**config.mk**
```make
export PLATFORM = sky130hd
export DESIGN_NAME = hbs_ram
export DESIGN_NICKNAME = d
export VERILOG_FILES = /design/src/hdl/history_block_store_unit_defines.svh /design/src/hdl/hbs_ram.sv
export SDC_FILE = /design/constraint.sdc
export NUM_CORES = 1
export LEC_CHECK = 0
export ABC_CLOCK_PERIOD_IN_PS = 4950
export CAP_MARGIN = 10
export CORE_ASPECT_RATIO = 0.9
export CORE_MARGIN = 2
export CORE_UTILIZATION = 50
export DETAILED_ROUTE_END_ITERATION = 8
export DONT_BUFFER_PORTS = 1
export HOLD_SLACK_MARGIN = 0.05
export SYNTH_ARGS = -nofsm -noshare
export SYNTH_HDL_FRONTEND = slang
export SYNTH_SLANG_ARGS = --single-unit
```
**constraint.sdc**
```tcl
create_clock -name clk_i -period 4.95 [get_ports clk_i]
set_input_delay 0.7425 -clock clk_i [delete_from_list [all_inputs] [get_ports clk_i]]
set_output_delay 0.7425 -clock clk_i [all_outputs]
set_load 0.005 [all_outputs]
```
**src/hdl/history_block_store_unit_defines.svh**
```systemverilog
// Assertion macros for the history block store.
// Included by the top level; needs clk_i and rst_ni in scope.
`ifndef HISTORY_BLOCK_STORE_UNIT_DEFINES_SVH
`define HISTORY_BLOCK_STORE_UNIT_DEFINES_SVH

// antecedent implies consequent in the same cycle
`define HBS_ASSERT_IMP(label, ante, cons, msg) \
  label: assert property (@(posedge clk_i) disable iff (!rst_ni) (ante) |-> (cons)) \
    else $error(msg);

// condition holds at every edge out of reset
`define HBS_ASSERT_ALWAYS(label, cond, msg) \
  label: assert property (@(posedge clk_i) disable iff (!rst_ni) 1'b1 |-> (cond)) \
    else $error(msg);

`endif

```
**src/hdl/hbs_ram.sv**
```systemverilog
// Generic single-port-write, single-port-read RAM with registered read.
// No dependencies.
`default_nettype none
module hbs_ram #(
  parameter int unsigned Width = 8,
  parameter int unsigned Depth = 16
) (
  input  wire logic                     clk_i,
  input  wire logic                     we_i,
  input  wire logic [$clog2(Depth)-1:0] waddr_i,
  input  wire logic [Width-1:0]         wdata_i,
  input  wire logic [$clog2(Depth)-1:0] raddr_i,
  output logic      [Width-1:0]         rdata_o
);
  logic [Width-1:0] mem_q [Depth];

  always_ff @(posedge clk_i) begin
    if (we_i) begin
      mem_q[waddr_i] <= wdata_i;
    end
    rdata_o <= mem_q[raddr_i];
  end
endmodule
`default_nettype wire

```
==> results.txt <==
----------------------------------------------------
[Clock network]
  Post-CTS clock slew at the launch and capture registers of the worst setup and hold paths ... 0.06 ns
  Post-cts gate resize count ... 0
  Clock insertion delay at the later pin of the skew report ... 0.41 ns
  # clock sinks ... 136
  Setup Fix Bufs, Post-CTS ... 0
  Clock Tree Root ... sky130_fd_sc_hd__clkbuf_16
  CTS Buf Count ... 17
  Maximum clock path buffer count ... 2
  Depth of the CTS H-tree ... 4
  Clock tree from TritonCTS ... built
  Number of buffers added to fix hold violations after cts ... 0

[Yosys]
  Share of the synthesized netlist area taken by xor and xnor gates ... 0
  Post-synthesis cell count ... 229
  Post-Synthesis Net Count ... 247
  Mux contribution to synthesized area ... 0.1502
  Area fraction in and, or, nand and nor cells after synthesis ... 0.03184
  Netlist area before placement ... 5147 um^2
  Proportion of netlist area held by the largest area contributor ... 0.7467
  Combinational family with the most area after synthesis ... multiplexers
  Adder and majority gate portion of the synthesized area ... 0
  Number of warning messages in the yosys log ... 0
  Number of flip-flops and latches in the synthesized netlist ... 136
  Average size of a mapped cell ... 22.48 um^2
  Post-synthesis sequential area ratio ... 0.7778
  Complex-gate fraction of the synthesized area ... 0.02333
  Library cell occupying the most area in the post-synthesis netlist ... sky130_fd_sc_hd__edfxtp_1
  Netlist cell types ... 19
  Area contributors post-synth ... sky130_fd_sc_hd__edfxtp_1 75%, sky130_fd_sc_hd__mux4_2 7.9%, sky130_fd_sc_hd__mux4_1 7.1%, sky130_fd_sc_hd__dfxtp_1 3.1%, sky130_fd_sc_hd__a22oi_1 2.3%

[Drt]
  Remaining design rule violation count ... 0
  Number of detailed-route iterations in the first pass ... 4
  Post-detailed-route via-to-cell ratio ... 5.896
  Overall routed net length ... 9615 um
  Post-route ant nets ... 0
  DRC violation total after the first TritonRoute iteration ... 144
  Detail-routed net length per standard cell ... 25.04 um
  Via total after detailed routing ... 2264

[Finish]
  # nets final ... 260
  Commonest non-fill, non-tap cell in the layout ... sky130_fd_sc_hd__edfxtp_1
  Fraction of final layout cells with drive strength greater than 1 ... 0.2157
  Design area ... 5917 um^2
  Final std cells w/o fill ... 384
  Area added between synthesis and finish ... 14.95%
  Diode insertion count for antenna repair ... 0
  Commonest non-fill, non-tap cells in the layout ... 128 x sky130_fd_sc_hd__edfxtp_1, 18 x sky130_fd_sc_hd__mux4_2, 17 x sky130_fd_sc_hd__clkbuf_16, 16 x sky130_fd_sc_hd__a22oi_1, 14 x sky130_fd_sc_hd__mux4_1
  Fillers ... 727

[GRT]
  Total global routing track utilization ... 0.1928
  Number of antenna violations at the first check in global routing ... 0
  First-pass GRT wire length ... 14640 um
  Pin count of the biggest net entering global routing ... 33
  Number of global-route vias before repair ... 2346
  GRT overflow ... 0

[Critical path]
  Cell family with most CP delay ... simple AND/OR/NAND/NOR gates
  Slowest cell on crit path ... sky130_fd_sc_hd__nor2_1
  Worst Path Buf+Inv ... 0
  Largest fanout on the critical path ... 8
  CP Cell Sequence ... or3b_2 > nor2_1
  Biggest cell delay along the critical path ... 0.64 ns
  Critical path startpoint category ... input pin
  Worst setup EP type ... flop
  Required time reported for the critical path endpoint ... 4.98 ns
  Type of the worst setup path ... input pin to flop
  Arrival time of the worst setup path ... 1.88 ns

[STA]
  Final hold violation count ... 0
  Setup Viol. Count Final ... 0
  Time the worst path needs with I/O delays and setup ... 1.848 ns
  Transition at the pin with the smallest max-transition slack ... 0.9136 ns
  Number of max-slew violations in the final report ... 0
  Worst setup skew after layout ... 0.004452 ns
  Share of the clock period used by the worst path ... 0.3732
  Final-layout setup total negative slack ... 0 ns
  Worst slew slack as a fraction of its limit ... 0.3887
  Unrepaired setup endpoints after global routing ... false
  Fin worst setup slack ... 3.102 ns
  Highest clock rate ... 541.3 MHz

[Die]
  Core Rows ... 35
  I/O pin count ... 26
  CORE AREA ... 10120 um^2
  Die width ... 111.0 um
  Chip height ... 100.3 um
  Initial Utilization ... 0.5088
  Die area ... 11120 um^2

[Job]
  Max-cap check violation count ... 0

[Worst hold path]
  Hold Crit Class ... input pin to flop

[Power and ir drop]
  PwrDens ... 467.5 nW/um^2
  Total power of the final layout ... 2.766 mW
  Worst vdd rail ir drop ... 382.6 uV
  Leak pwr ... 1.936 nW

[Placed design]
  Placed wire-length estimate ... 5825 um
  Final Wtd Congestion ... 0.7587
  Placed cell area ... 5245 um^2
  Setup Slack @ Placement ... 2.379 ns
  Input/output buffers ... 0
  Number of cells after detailed placement ... 351

[Outcome]
  Result of the run ... finished, final reports clean

----------------------------------------------------
-- area by class of cell --
class | instances | area, um^2 | area share
multi-input cells | 83 | 1057 | 0.1787
clock buffers | 18 | 439.2 | 0.07422
clock inverters | 14 | 227.7 | 0.03849
flip-flops and latches | 136 | 4004 | 0.6767
well taps | 129 | 161.4 | 0.02728
repair buffers | 4 | 27.53 | 0.004652
-- cells by family (layout without fill, tap and decap cells) --
| kind of cell | Yosys count | after routing |
|---|---|---|
| flip-flops | 136 | 136 |
| AND/OR/NAND/NOR | 35 | 35 |
| multiplexers | 32 | 32 |
| AO/OA/AOI/OAI | 16 | 16 |
| buffers and inverters | 10 | 36 |
-- per-stage QoR --
step / utilization / hold WS, ns
after floorplan: - / 0.6293
after global placement: 0.5185 / 0.6521
after detailed placement: 0.5185 / 0.6650
after CTS: 0.5844 / 0.4087
after global routing: 0.5849 / 0.4022
final: 0.5849 / 0.4253
-- synth_stat cells --
library cell,n
sky130_fd_sc_hd__nor3_1,4
sky130_fd_sc_hd__a22oi_1,16
sky130_fd_sc_hd__mux4_1,14
sky130_fd_sc_hd__mux4_2,18
sky130_fd_sc_hd__nand3_1,1
sky130_fd_sc_hd__buf_4,1
sky130_fd_sc_hd__buf_6,3
sky130_fd_sc_hd__buf_2,3
sky130_fd_sc_hd__nor2b_1,1
sky130_fd_sc_hd__nand3b_1,2
sky130_fd_sc_hd__clkdlybuf4s25_2,3
sky130_fd_sc_hd__edfxtp_1,128
sky130_fd_sc_hd__dfxtp_1,8
sky130_fd_sc_hd__nand2b_1,2
sky130_fd_sc_hd__and2_1,1
sky130_fd_sc_hd__nand2_1,9
sky130_fd_sc_hd__or3b_2,1
sky130_fd_sc_hd__nor2_1,13
sky130_fd_sc_hd__and2b_1,1
-- power by group --
part | leakage, nW | internal, mW | switching [mW]
Sequential | 1.22 | 1.29 | 0.00767
Clock | 0.321 | 0.952 | 0.449
Combinational | 0.391 | 0.0368 | 0.0318
Total | 1.94 | 2.28 | 0.489
-- final timing paths --
check	cells after the start	slack, ns	endpoint	start
max	2	3.10	mem_q[3][5]	waddr_i[2]
min	0	0.43	mem_q[11][0]	wdata_i[0]
max reg2reg	3	3.54	rdata_o[5]	mem_q[1][5]
min reg2reg	3	0.67	rdata_o[6]	mem_q[13][6]
-- routing by layer --
layer	global-route usage	wire length, um	up-vias
li1	-	-	1000
met1	0.2748	4388	1175
met2	0.2690	4356	78
met3	0.06763	688	11
met4	0.09327	181	0
met5	0	0	-
-- flip-flops by register name (all words and copies together) (netlist names) --
signal / flops
mem_q: 128
rdata_o: 8
Power figures use the tool's default switching activity.
